[config.mk]
export PLATFORM = sky130hd
export DESIGN_NAME = moving_average_filter_unit
export DESIGN_NICKNAME = d
export VERILOG_FILES = /design/src/hw/rtl/maf_pkg.sv /design/src/hw/rtl/moving_average_filter_unit.sv /design/src/hw/rtl/maf_ctrl.sv /design/src/hw/rtl/maf_dp.sv
export SDC_FILE = /design/constraint.sdc
export NUM_CORES = 2
export LEC_CHECK = 0
export BUFFER_PORTS_ARGS = -buffer_cell sky130_fd_sc_hd__buf_2
export CAP_MARGIN = 20
export CORE_MARGIN = 4
export CORE_UTILIZATION = 35
export CTS_CLUSTER_SIZE = 16
export DETAILED_ROUTE_END_ITERATION = 6
export GPL_ROUTABILITY_DRIVEN = 1
export MAX_ROUTING_LAYER = met4
export SETUP_SLACK_MARGIN = 0.5
export SLEW_MARGIN = 10
export SYNTH_ARGS = -nofsm -noshare
export SYNTH_HDL_FRONTEND = slang
export SYNTH_HIERARCHICAL = 1
export SYNTH_SLANG_ARGS = --single-unit
[constraint.sdc]
create_clock -name clk_i -period 16.1 [get_ports clk_i]
set_clock_uncertainty 0.05 [all_clocks]
set_input_delay 2.415 -clock clk_i [delete_from_list [all_inputs] [get_ports clk_i]]
set_output_delay 2.415 -clock clk_i [all_outputs]
set_load 0.01 [all_outputs]
[src/hw/rtl/maf_pkg.sv]
// Shared types and constants for the moving-average filter.
`timescale 1ns / 1ps

package maf_pkg;

  localparam int unsigned SAMPLE_W = 16;
  localparam int unsigned WIN_W    = 9;
  localparam logic [WIN_W-1:0] WINDOW_RESET = 9'd100;

  // Controller states
  typedef enum logic [2:0] {
    ST_IDLE,
    ST_UPDATE,
    ST_SETUP,
    ST_DIV,
    ST_OUT
  } maf_state_e;

  // Commands from controller to datapath
  typedef struct packed {
    logic accept;    // latch the sample, read the oldest slot
    logic update;    // update running sum, ring and index
    logic setup;     // load divider with |sum|
    logic step;      // one restoring division step
    logic out_load;  // move result into output register
  } maf_cmd_t;

  // Status from datapath to controller
  typedef struct packed {
    logic pass;      // effective window is zero
    logic out_free;  // output register can take a word this cycle
  } maf_sts_t;

endpackage

[src/hw/rtl/moving_average_filter_unit.sv]
// Top level of the moving-average filter: controller plus datapath.
//
//   Channel  Dir  Handshake                   Payload
//   s_axis   in   s_axis_tvalid/tready        tdata[15:0] = sample
//   m_axis   out  m_axis_tvalid/tready        tdata[15:0] = average
//   cfg      in   cfg_valid/cfg_ready         cfg_data[8:0] = window_length
//
// Each word passes accept, update, divider setup, the one-bit-per-cycle
// restoring divider and the output load; with a window of zero the sample
// goes from accept straight to output load. One word is in flight at a time.
// The result waits in an output register, so the next word is accepted while
// it stalls. Reset and any window write clear sum, index and wrap flag at once
// (no clearing pass), so old ring slots read as zero; window defaults to 100.
`timescale 1ns / 1ps

module moving_average_filter_unit #(
  parameter int unsigned DEPTH = 256
) (
  input  logic        clk_i,
  input  logic        rst_ni,
  input  logic        s_axis_tvalid_i,
  output logic        s_axis_tready_o,
  input  logic [15:0] s_axis_tdata_i,   // [15:0] sample
  output logic        m_axis_tvalid_o,
  input  logic        m_axis_tready_i,
  output logic [15:0] m_axis_tdata_o,   // [15:0] average
  input  logic        cfg_valid_i,
  output logic        cfg_ready_o,
  input  logic [8:0]  cfg_data_i
);
  import maf_pkg::*;

  localparam int unsigned DIV_STEPS = SAMPLE_W + $clog2(DEPTH);

  maf_cmd_t cmd;
  maf_sts_t sts;
  logic signed [SAMPLE_W-1:0] avg;

  assign cfg_ready_o = 1'b1;

  maf_ctrl #(
    .DIV_STEPS (DIV_STEPS)
  ) u_ctrl (
    .clk_i     (clk_i),
    .rst_ni    (rst_ni),
    .s_valid_i (s_axis_tvalid_i),
    .s_ready_o (s_axis_tready_o),
    .sts_i     (sts),
    .cmd_o     (cmd)
  );

  maf_dp #(
    .DEPTH (DEPTH)
  ) u_dp (
    .clk_i       (clk_i),
    .rst_ni      (rst_ni),
    .cmd_i       (cmd),
    .sts_o       (sts),
    .cfg_wr_i    (cfg_valid_i && cfg_ready_o),
    .cfg_data_i  (cfg_data_i),
    .sample_i    (s_axis_tdata_i),
    .out_valid_o (m_axis_tvalid_o),
    .out_ready_i (m_axis_tready_i),
    .out_data_o  (avg)
  );

  assign m_axis_tdata_o = avg;

endmodule

[src/hw/rtl/maf_ctrl.sv]
// Sequencer for the moving-average filter: accept, update, divide, emit.
`timescale 1ns / 1ps

module maf_ctrl #(
  parameter int unsigned DIV_STEPS = 24
) (
  input  logic              clk_i,
  input  logic              rst_ni,
  input  logic              s_valid_i,
  output logic              s_ready_o,
  input  maf_pkg::maf_sts_t sts_i,
  output maf_pkg::maf_cmd_t cmd_o
);
  import maf_pkg::*;

  localparam int unsigned CNT_W = (DIV_STEPS > 1) ? $clog2(DIV_STEPS) : 1;

  maf_state_e       state_q, state_d;
  logic [CNT_W-1:0] cnt_q, cnt_d;
  logic             accept;

  assign accept = s_valid_i && s_ready_o;

  // State and step counter
  always_ff @(posedge clk_i or negedge rst_ni) begin
    if (!rst_ni) begin
      state_q <= ST_IDLE;
      cnt_q   <= '0;
    end else begin
      state_q <= state_d;
      cnt_q   <= cnt_d;
    end
  end

  // Next state and commands
  always_comb begin
    state_d   = state_q;
    cnt_d     = cnt_q;
    cmd_o     = '0;
    s_ready_o = 1'b0;
    unique case (state_q)
      ST_IDLE: begin
        s_ready_o = 1'b1;
        if (s_valid_i) begin
          cmd_o.accept = 1'b1;
          state_d      = sts_i.pass ? ST_OUT : ST_UPDATE;
        end
      end
      ST_UPDATE: begin
        cmd_o.update = 1'b1;
        state_d      = ST_SETUP;
      end
      ST_SETUP: begin
        cmd_o.setup = 1'b1;
        cnt_d       = CNT_W'(DIV_STEPS - 1);
        state_d     = ST_DIV;
      end
      ST_DIV: begin
        cmd_o.step = 1'b1;
        if (cnt_q == '0) begin
          state_d = ST_OUT;
        end else begin
          cnt_d = cnt_q - 1'b1;
        end
      end
      ST_OUT: begin
        if (sts_i.out_free) begin
          cmd_o.out_load = 1'b1;
          state_d        = ST_IDLE;
        end
      end
      default: begin
        state_d = ST_IDLE;
      end
    endcase
  end

`ifndef SYNTH
  // An accepted word always starts either the update or the pass-through path
  a_accept_next: assert property (@(posedge clk_i) disable iff (!rst_ni)
    accept |=> (state_q == ST_UPDATE || state_q == ST_OUT))
    else $error("maf_ctrl: bad state after accept");
`endif

endmodule

[src/hw/rtl/maf_dp.sv]
// Datapath: sample ring, running sum, window register, divider, output register.
`timescale 1ns / 1ps

module maf_dp #(
  parameter int unsigned DEPTH = 256
) (
  input  logic                       clk_i,
  input  logic                       rst_ni,
  input  maf_pkg::maf_cmd_t          cmd_i,
  output maf_pkg::maf_sts_t          sts_o,
  input  logic                       cfg_wr_i,
  input  logic [maf_pkg::WIN_W-1:0]  cfg_data_i,
  input  logic signed [maf_pkg::SAMPLE_W-1:0] sample_i,
  output logic                       out_valid_o,
  input  logic                       out_ready_i,
  output logic signed [maf_pkg::SAMPLE_W-1:0] out_data_o
);
  import maf_pkg::*;

  localparam int unsigned IDX_W     = $clog2(DEPTH);
  localparam int unsigned SUM_W     = SAMPLE_W + IDX_W;
  localparam int unsigned CMP_W     = (IDX_W + 1 > WIN_W) ? IDX_W + 1 : WIN_W;
  localparam int unsigned DEPTH_CAP = (DEPTH > 511) ? 511 : DEPTH;
  localparam logic [WIN_W-1:0] DEPTH_LIM = WIN_W'(DEPTH_CAP);

  logic [WIN_W-1:0]          window_q;
  logic [WIN_W-1:0]          p_eff;
  logic signed [SAMPLE_W-1:0] mem [DEPTH];
  logic signed [SAMPLE_W-1:0] rd_q;
  logic signed [SAMPLE_W-1:0] sample_q;
  logic signed [SAMPLE_W-1:0] old_smp;
  logic [IDX_W-1:0]          idx_q, idx_d;
  logic [CMP_W-1:0]          idx_inc;
  logic                      wrap;
  logic                      full_q;
  logic signed [SUM_W-1:0]   sum_q, sum_d;
  logic [SUM_W-1:0]          quo_q, quo_neg, mag;
  logic [WIN_W-1:0]          rem_q, rem_d;
  logic [WIN_W:0]            rem_sh, rem_sub;
  logic                      rem_ge;
  logic                      neg_q;
  logic                      out_valid_q;
  logic signed [SAMPLE_W-1:0] out_q, result;

  // Window register
  always_ff @(posedge clk_i or negedge rst_ni) begin
    if (!rst_ni) begin
      window_q <= WINDOW_RESET;
    end else if (cfg_wr_i) begin
      window_q <= cfg_data_i;
    end
  end

  assign p_eff = (window_q > DEPTH_LIM) ? DEPTH_LIM : window_q;

  // Ring memory: read oldest slot on accept, write new sample on update
  always_ff @(posedge clk_i) begin
    if (cmd_i.accept) begin
      rd_q     <= mem[idx_q];
      sample_q <= sample_i;
    end
  end

  always_ff @(posedge clk_i) begin
    if (cmd_i.update) begin
      mem[idx_q] <= sample_q;
    end
  end

  // Slots are written in order from zero after a clear, so until the first
  // wrap the slot at the index has not been written and counts as zero.
  assign old_smp = full_q ? rd_q : '0;
  assign idx_inc = CMP_W'(idx_q) + 1'b1;
  assign wrap    = (idx_inc == CMP_W'(p_eff));
  assign idx_d   = wrap ? '0 : idx_inc[IDX_W-1:0];
  assign sum_d   = sum_q
                 - {{(SUM_W-SAMPLE_W){old_smp[SAMPLE_W-1]}}, old_smp}
                 + {{(SUM_W-SAMPLE_W){sample_q[SAMPLE_W-1]}}, sample_q};

  // History state: index, wrap flag, running sum
  always_ff @(posedge clk_i or negedge rst_ni) begin
    if (!rst_ni) begin
      idx_q  <= '0;
      full_q <= 1'b0;
      sum_q  <= '0;
    end else if (cfg_wr_i) begin
      idx_q  <= '0;
      full_q <= 1'b0;
      sum_q  <= '0;
    end else if (cmd_i.update) begin
      idx_q <= idx_d;
      sum_q <= sum_d;
      if (wrap) begin
        full_q <= 1'b1;
      end
    end
  end

  // Restoring divider: |sum| / p, one quotient bit per step
  assign mag     = sum_q[SUM_W-1] ? SUM_W'(-sum_q) : SUM_W'(sum_q);
  assign rem_sh  = {rem_q, quo_q[SUM_W-1]};
  assign rem_sub = rem_sh - {1'b0, p_eff};
  assign rem_ge  = (rem_sh >= {1'b0, p_eff});
  assign rem_d   = rem_ge ? rem_sub[WIN_W-1:0] : rem_sh[WIN_W-1:0];

  always_ff @(posedge clk_i) begin
    if (cmd_i.setup) begin
      quo_q <= mag;
      rem_q <= '0;
      neg_q <= sum_q[SUM_W-1];
    end else if (cmd_i.step) begin
      quo_q <= {quo_q[SUM_W-2:0], rem_ge};
      rem_q <= rem_d;
    end
  end

  // Signed result, truncated toward zero; the sample itself when the window is zero
  assign quo_neg = -quo_q;
  assign result  = sts_o.pass ? sample_q
                 : (neg_q ? quo_neg[SAMPLE_W-1:0] : quo_q[SAMPLE_W-1:0]);

  // Output register
  always_ff @(posedge clk_i or negedge rst_ni) begin
    if (!rst_ni) begin
      out_valid_q <= 1'b0;
    end else if (cmd_i.out_load) begin
      out_valid_q <= 1'b1;
    end else if (out_ready_i) begin
      out_valid_q <= 1'b0;
    end
  end

  always_ff @(posedge clk_i) begin
    if (cmd_i.out_load) begin
      out_q <= result;
    end
  end

  assign out_valid_o    = out_valid_q;
  assign out_data_o     = out_q;
  assign sts_o.pass     = (p_eff == '0);
  assign sts_o.out_free = !out_valid_q || out_ready_i;

`ifndef SYNTH
  // Write index stays inside the active window
  a_idx_range: assert property (@(posedge clk_i) disable iff (!rst_ni)
    (p_eff != '0) |-> (CMP_W'(idx_q) < CMP_W'(p_eff)))
    else $error("maf_dp: write index outside window");

  // A result is never loaded over a word still waiting downstream
  a_no_overwrite: assert property (@(posedge clk_i) disable iff (!rst_ni)
    cmd_i.out_load |-> (!out_valid_q || out_ready_i))
    else $error("maf_dp: output register overwritten");

  // A loaded result is presented on the next cycle
  a_load_valid: assert property (@(posedge clk_i) disable iff (!rst_ni)
    cmd_i.out_load |=> out_valid_q)
    else $error("maf_dp: loaded word not presented");
`endif

endmodule
=== After elaboration in Yosys (flattened, before gate mapping) ===
Memory sizes are Yosys's and may differ from the RTL's. A register that Yosys moved wholly into a read port is not among the register bits.
Index checks and enable logic that the tools add are counted.

* Register bits: 117
* Memory bits (writable): 4096
* Input bits: 30
* Output and inout bits: 19
* Logic and storage cells: 79
* Memories kept: 1

* Add/subtract/negate cells: 7
* Magnitude comparators: 2
* Equal/unequal tests: 9
* Multiplexer cells: 35
* Reduce and logical (&&, ||, !) cells: 13

{| class="wikitable"
|+ Memories
! name !! depth !! bits a word !! read ports !! clocked after memory_dff !! wr ports !! RTL line !! text
|-
| u_dp.mem || 256 || 16 || 1 || 1 || 1 || maf_dp.sv:28 || <nowiki>logic signed [SAMPLE_W-1:0] mem [DEPTH];</nowiki>
|}

{| class="wikitable"
|+ Operators by type and width
! kind !! count
|-
| $mux W24 || 5
|-
| $mux W16 || 3
|-
| $add A24 B24 Y24 || 1
|-
| $mux W8 || 3
|-
| $neg A24 Y24 || 1
|-
| $sub A24 B24 Y24 || 1
|-
| $mux W9 || 2
|-
| $neg A16 Y16 || 1
|-
| $mux W1 || 15
|-
| $pmux W3 S5 || 1
|-
| $mux W3 || 4
|-
| $ge A10 B9 Y1 || 1
|-
| $pmux W5 S2 || 1
|-
| $reduce_bool A2 Y1 || 5
|-
| $add A8 B1 Y9 const B || 1
|-
| $eq A9 B9 Y1 || 1
|-
| $gt A9 B9 Y1 const B || 1
|-
| $logic_not A9 Y1 || 1
|-
| $sub A9 B9 Y9 || 1
|-
| $eq A3 B2 Y1 const B || 2
|-
| $ne A2 B2 Y1 const B || 3
|-
| $logic_not A5 Y1 || 1
|-
| $mux W5 || 1
|-
| $sub A5 B1 Y5 const B || 1
|-
| other kinds (8) || 9
|}

=== Logic depth before layout (Yosys ltp) ===
* Depth after elaboration: 6
* Depth in mapped cells: 19
* Mapped depth without buffers: 14

=== By module ===
The synthesis kept the hierarchy.

{| class="wikitable"
|+ Modules (own cells, without submodules)
! module !! times used !! cells an instance !! area an instance (um2) !! sequential area each (um2)
|-
| maf_dp || 1 || 7155 || 164849.4 || 126450.0
|-
| maf_ctrl || 1 || 51 || 483.0 || 200.2
|-
| moving_average_filter_unit || 1 || 2 || 11.3 || 0.0
|}

=== Worst setup path before layout ===
OpenSTA, ideal clock, no wires.

* Path kind: reg-to-reg
* From: register u_dp.sample_q[15]
* To: register u_dp.sum_q[23]
* Setup time: 0.136 ns
* Arrival: 7.361 ns
* Required time: 15.914 ns
* Slack: 8.553 ns
* Cell stages (with the launch flop): 14
* Buffers on the path: 0
* Clock period less this slack: 7.547 ns
* Cell sequence: edfxtp_1 inv_1 fa_1 inv_1 ha_1 a211oi_1 o21ai_0 a21oi_1 a211oi_1 o41ai_1 nor2_1 a21oi_1 a21oi_1 or3b_2

* Longest elaborated chain between the ends: 3

{| class="wikitable"
|+ Ends and longest elaborated chain
! element !! RTL line !! text
|-
| start: declaration || maf_dp.sv:30 || <nowiki>logic signed [SAMPLE_W-1:0] sample_q;</nowiki>
|-
| start signal: assignment || maf_dp.sv:60 || <nowiki>sample_q <= sample_i;</nowiki>
|-
| $add A24 B24 Y24 || maf_dp.sv:78 || <nowiki>+ {{(SUM_W-SAMPLE_W){sample_q[SAMPLE_W-1]}}, sample_q};</nowiki>
|-
| $mux W24 || maf_dp.sv:90 || <nowiki>end else if (cmd_i.update) begin</nowiki>
|-
| $mux W24 || maf_dp.sv:86 || <nowiki>end else if (cfg_wr_i) begin</nowiki>
|-
| end signal: assignment || maf_dp.sv:92 || <nowiki>sum_q <= sum_d;</nowiki>
|-
| end: declaration || maf_dp.sv:36 || <nowiki>logic signed [SUM_W-1:0] sum_q, sum_d;</nowiki>
|}

No other way between the ends. The select of a mux whose other input is x is not followed.
A chain may end at the register's enable or synchronous reset.

==> metrics.txt <==
# TYPE chip_impl_metric gauge
chip_impl_metric{name="initial_utilization",unit="%"} 35.1
chip_impl_metric{name="fin_setup_tns",unit="ns"} 0
chip_impl_info{name="worst_setup_path_end_kind",value="flip-flop"} 1
chip_impl_info{name="holdCritStartpoint",value="u_dp/rem_q[8]"} 1
chip_impl_metric{name="drt_iter0_drc",unit=""} 10601
chip_impl_metric{name="ctsHoldBuffers",unit=""} 0
chip_impl_metric{name="via_count",unit=""} 79368
chip_impl_metric{name="min_path_cells",unit=""} 2
chip_impl_info{name="path_class",value="reg -> reg"} 1
chip_impl_metric{name="max_freq",unit="MHz"} 158
chip_impl_metric{name="cts.sink_count",unit=""} 4229
chip_impl_info{name="ys_dominant_reg_cell",value="sky130_fd_sc_hd__edfxtp_1"} 1
chip_impl_metric{name="antenna_violating_nets_post_route",unit=""} 0
chip_impl_metric{name="aggregate_routed_wire_length",unit="µm"} 441000
chip_impl_metric{name="fillers",unit=""} 40636
chip_impl_metric{name="die_height",unit="µm"} 695
chip_impl_metric{name="period_minus_slack",unit="ns"} 6.33
chip_impl_metric{name="rrSetupSlack",unit="ns"} 9.77
chip_impl_metric{name="vdd_drop_max",unit="V"} 0.0000979
chip_impl_metric{name="clk_latency",unit="ns"} 0.96
chip_impl_metric{name="pwr_density_cell",unit="nW/µm²"} 129
chip_impl_metric{name="post-route-drc-count",unit=""} 0
chip_impl_metric{name="buffer_ports.inserted",unit=""} 47
chip_impl_metric{name="preCtsSetupSlack",unit="ns"} 9.74
chip_impl_metric{name="finalNonFillerCells",unit=""} 14262
chip_impl_metric{name="gp_routability_congestion",unit=""} 0.839
chip_impl_metric{name="finish.net_count",unit=""} 7771
chip_impl_metric{name="design.die.area",unit="µm²"} 483000
chip_impl_metric{name="drt-wirelength-per-cell",unit="µm"} 30.9
chip_impl_metric{name="power.share.sequential",unit="%"} 49.8
chip_impl_info{name="holdCritPathClass",value="reg -> reg"} 1
chip_impl_metric{name="cts_setup_buffers",unit=""} 0
chip_impl_metric{name="synthToLayoutAreaGrowth",unit="%"} 14.5
chip_impl_metric{name="cts-buffers-inserted",unit=""} 421
chip_impl_info{name="crit_path_launch_type",value="flip-flop"} 1
chip_impl_metric{name="hold_viol_final",unit=""} 0
chip_impl_metric{name="postLayoutSetupSlackWorst",unit="ns"} 9.77
chip_impl_metric{name="power.switching_fraction",unit="%"} 23.0
chip_impl_metric{name="synth_area",unit="µm²"} 165000
chip_impl_metric{name="power_frac_clock",unit="%"} 39.2
chip_impl_metric{name="core",unit="µm²"} 471000
chip_impl_metric{name="finalCritPeriodShare",unit="%"} 39.3
chip_impl_metric{name="cts_max_level",unit=""} 5
chip_impl_info{name="main_area_contributors_after_synthesis",value="sky130_fd_sc_hd__edfxtp_1 76%, sky130_fd_sc_hd__mux4_2 18%, sky130_fd_sc_hd__nor2_1 0.83%"} 1
chip_impl_info{name="run_status",value="complete, no violations"} 1
chip_impl_metric{name="maxSlewHeadroom",unit="%"} 8.10
chip_impl_metric{name="cts_max_path_buffers",unit=""} 4
chip_impl_metric{name="pwr-share-comb",unit="%"} 11.0
chip_impl_metric{name="drive_gt1_share",unit="%"} 32.2
chip_impl_metric{name="post_synth_num_cell_types",unit=""} 80
chip_impl_metric{name="area.sequential",unit="µm²"} 127000
chip_impl_metric{name="syn_avg_cell_area",unit="µm²"} 22.9
chip_impl_metric{name="timing_worst_slew_pin_value",unit="ns"} 1.38
chip_impl_metric{name="grt_pass1_wl",unit="µm"} 622000
chip_impl_metric{name="grt_start_max_net_pins",unit=""} 190
chip_impl_metric{name="clkSlewWorstSetupHoldPaths",unit="ns"} 0.06
chip_impl_metric{name="first_global_vias",unit=""} 79682
chip_impl_metric{name="final-setup-viol-count",unit=""} 0
chip_impl_metric{name="design.portCount",unit=""} 49
chip_impl_metric{name="yosysWarningCount",unit=""} 6
chip_impl_metric{name="chipWidth",unit="µm"} 695
chip_impl_metric{name="antenna_violations_before_repair",unit=""} 24
chip_impl_info{name="crit-reg2reg-launch",value="u_dp/idx_q[0]"} 1
chip_impl_metric{name="detail_route.vias_per_cell",unit=""} 5.56
chip_impl_info{name="post-synth-top-area-cell",value="sky130_fd_sc_hd__edfxtp_1"} 1
chip_impl_metric{name="number_of_maximum_capacitance_violations",unit=""} 0
chip_impl_metric{name="async_reset_ff_share",unit="%"} 1.21
chip_impl_metric{name="static-leakage-power",unit="nW"} 56.5
chip_impl_metric{name="worst-r2r-cell-count",unit=""} 9
chip_impl_metric{name="syn-num-nets",unit=""} 7303
chip_impl_metric{name="synth.yosys.seq_area_share",unit="%"} 76.6
chip_impl_metric{name="drv_slew",unit=""} 0
chip_impl_metric{name="globalRouteOverflowTotal",unit=""} 0
chip_impl_metric{name="internal-power",unit="mW"} 18.8
chip_impl_metric{name="synth.top_cell.area_share",unit="%"} 75.7
chip_impl_metric{name="cts-resized-gates",unit=""} 0
chip_impl_metric{name="crit_arrival",unit="ns"} 7.00
chip_impl_metric{name="timing.critical_path.fanout_max",unit=""} 80
chip_impl_metric{name="cp_data_required_time",unit="ns"} 16.77
chip_impl_metric{name="synth-edff-count",unit=""} 4169
chip_impl_info{name="reg2reg_to",value="u_dp/rd_q[7]"} 1
chip_impl_info{name="setup_repair_after_global_routing_missed_its_margin",value="no"} 1
chip_impl_metric{name="power.net_switching",unit="mW"} 5.62
chip_impl_info{name="root_buffer",value="sky130_fd_sc_hd__clkbuf_16"} 1
chip_impl_metric{name="dp.final_hpwl",unit="µm"} 253000
chip_impl_metric{name="syn-instance-count",unit=""} 7208
chip_impl_metric{name="grt_use_total",unit="%"} 18.5
chip_impl_metric{name="multi_input_comb_area",unit="µm²"} 37100
chip_impl_metric{name="dr.pass1.iters",unit=""} 7
chip_impl_info{name="timing.critical_path.from",value="u_dp/idx_q[0]"} 1
chip_impl_metric{name="ys_ff_latch",unit=""} 4229
chip_impl_metric{name="placedCellCount",unit=""} 13467
chip_impl_info{name="cp-endpoint",value="u_dp/rd_q[7]"} 1
chip_impl_metric{name="placement_rows",unit=""} 252
chip_impl_info{name="clock_tree_from_tritoncts",value="yes"} 1
[per-stage QoR]
| stage | power, mW | instance area, µm² | utilization (%) | hold WS (ns) |
|---|---|---|---|---|
| 2_1_floorplan | 14.5 | 165000 | - | 0.395 |
| 3_3_place_gp | 15.1 | 175000 | 37.2 | 0.416 |
| 3_5_place_dp | 15.1 | 176000 | 37.3 | 0.416 |
| 4_1_cts | 24.6 | 189000 | 40.2 | 0.426 |
| 5_1_grt | 25.3 | 189000 | 40.2 | 0.444 |
| 6_report | 24.4 | 189000 | 40.2 | 0.423 |
[cell type report]
class | instances | share of cell area [%]
clock inverter | 240 | 1.21
antenna | 17 | 0.0225
inverter | 112 | 0.222
clock buffer | 529 | 5.92
multi-input combinational | 2472 | 19.6
timing repair buffer | 440 | 1.98
sequential | 4229 | 66.9
tap | 6223 | 4.11
[metal layers]
metal | vias to the layer above | wire length (µm) | track usage (%)
met3 | 694 | 41600 | 3.71
met5 | - | 0 | -
met1 | 43270 | 176000 | 25.1
met4 | 0 | 13100 | 5.22
li1 | 31517 | - | -
met2 | 3887 | 209000 | 28.5
[worst min path at each step]
stage | end | slack, ns
finish | u_dp/rem_q[8] | 0.42
global route | u_dp/rem_q[8] | 0.44
detailed placement | u_dp/rem_q[8] | 0.42
CTS | u_dp/rem_q[8] | 0.43
global placement | u_dp/rem_q[8] | 0.42
floorplan | u_dp/rem_q[8] | 0.39
[flip-flops by register name, indices dropped and copies added (netlist names), 9 cells and up]
register	count
u_dp/mem	4096
u_dp/out_data_o	16
u_dp/sample_q	16
u_dp/rd_q	16
u_dp/window_q	9
u_dp/sum_q	24
u_dp/quo_q	24
u_dp/rem_q	9
[placed cells by master (no fill, tap or decap), types with 14 or more instances in the layout]
cell type                   instances
sky130_fd_sc_hd__diode_2           17
sky130_fd_sc_hd__nor2_1           137
sky130_fd_sc_hd__fa_1              24
sky130_fd_sc_hd__clkinv_1         109
sky130_fd_sc_hd__ha_1              41
sky130_fd_sc_hd__nand2_1          107
sky130_fd_sc_hd__bufinv_16         31
sky130_fd_sc_hd__nor2_4            17
sky130_fd_sc_hd__mux2_2            15
sky130_fd_sc_hd__buf_2             47
sky130_fd_sc_hd__mux4_2          1285
sky130_fd_sc_hd__clkinv_2          62
sky130_fd_sc_hd__nor3_1            21
sky130_fd_sc_hd__nand3_1           28
sky130_fd_sc_hd__inv_1            110
sky130_fd_sc_hd__buf_12            21
sky130_fd_sc_hd__nand4_1           21
sky130_fd_sc_hd__o31ai_1           17
sky130_fd_sc_hd__buf_8             22
sky130_fd_sc_hd__a21o_1            15
sky130_fd_sc_hd__and2_1            19
sky130_fd_sc_hd__o21ai_0           58
sky130_fd_sc_hd__clkbuf_1          90
sky130_fd_sc_hd__a21oi_1           72
sky130_fd_sc_hd__mux2i_1           55
sky130_fd_sc_hd__a32oi_1           16
sky130_fd_sc_hd__nor2_2           211
sky130_fd_sc_hd__clkbuf_16        428
sky130_fd_sc_hd__xnor2_1           39
sky130_fd_sc_hd__xor2_1            23
sky130_fd_sc_hd__edfxtp_1        4169
sky130_fd_sc_hd__a22oi_1           23
sky130_fd_sc_hd__dfrtp_1           41
sky130_fd_sc_hd__nor2b_1           22
sky130_fd_sc_hd__nand2b_1          21
sky130_fd_sc_hd__buf_4            341
sky130_fd_sc_hd__nand3_2           14
[cell usage after synthesis, drive strengths merged (4+ instances only)]
cell / count
nor3: 24
nand4: 21
nand3: 44
a32oi: 16
o31ai: 17
clkbuf: 161
and2: 21
inv: 111
ha: 41
a21oi: 72
nor2: 365
o21ai: 59
nor4: 4
edfxtp: 4169
nor2b: 24
fa: 24
o221ai: 4
xnor2: 39
nand2b: 21
a211oi: 13
xor2: 23
and3: 12
o22ai: 5
o21bai: 4
a21o: 15
o21a: 6
o211ai: 6
or3: 11
dfxtp: 9
a311oi: 5
o2111ai: 5
mux2: 16
or4: 8
mux4: 1285
a31oi: 13
dfrtp: 48
o41ai: 5
nand2: 108
buf: 234
a22oi: 23
mux2i: 56
or2: 5
a221oi: 5
[critical path, cell delays in order (launching register included)]
cell and delay (ns):
sky130_fd_sc_hd__dfrtp_4 0.97, sky130_fd_sc_hd__buf_12 0.51, sky130_fd_sc_hd__buf_4 0.87, sky130_fd_sc_hd__buf_4 0.75, sky130_fd_sc_hd__mux4_2 0.59, sky130_fd_sc_hd__mux4_2 0.58, sky130_fd_sc_hd__a32o_1 0.27, sky130_fd_sc_hd__a221oi_1 0.68
sky130_fd_sc_hd__nand4_1 0.22, sky130_fd_sc_hd__a21o_1 0.22
[cells by family after synthesis]
family / synth area share [%]
buf+inv: 1.41
other cells: 0.00227
xor+xnor: 0.371
fa+ha+maj: 0.601
flops: 76.6
simple gates: 1.85
mux: 18.0
compound gates: 1.21
[power by group through the flow]
stage	registers [mW]	logic (mW)	clock network (mW)
global placement	12.4	2.68	0
floorplan	12.4	2.09	0
CTS	12.2	2.73	9.75
finish	12.2	2.69	9.58
detailed placement	12.4	2.72	0
global route	12.2	2.89	10.2
(Power assumes the default switching activity.)
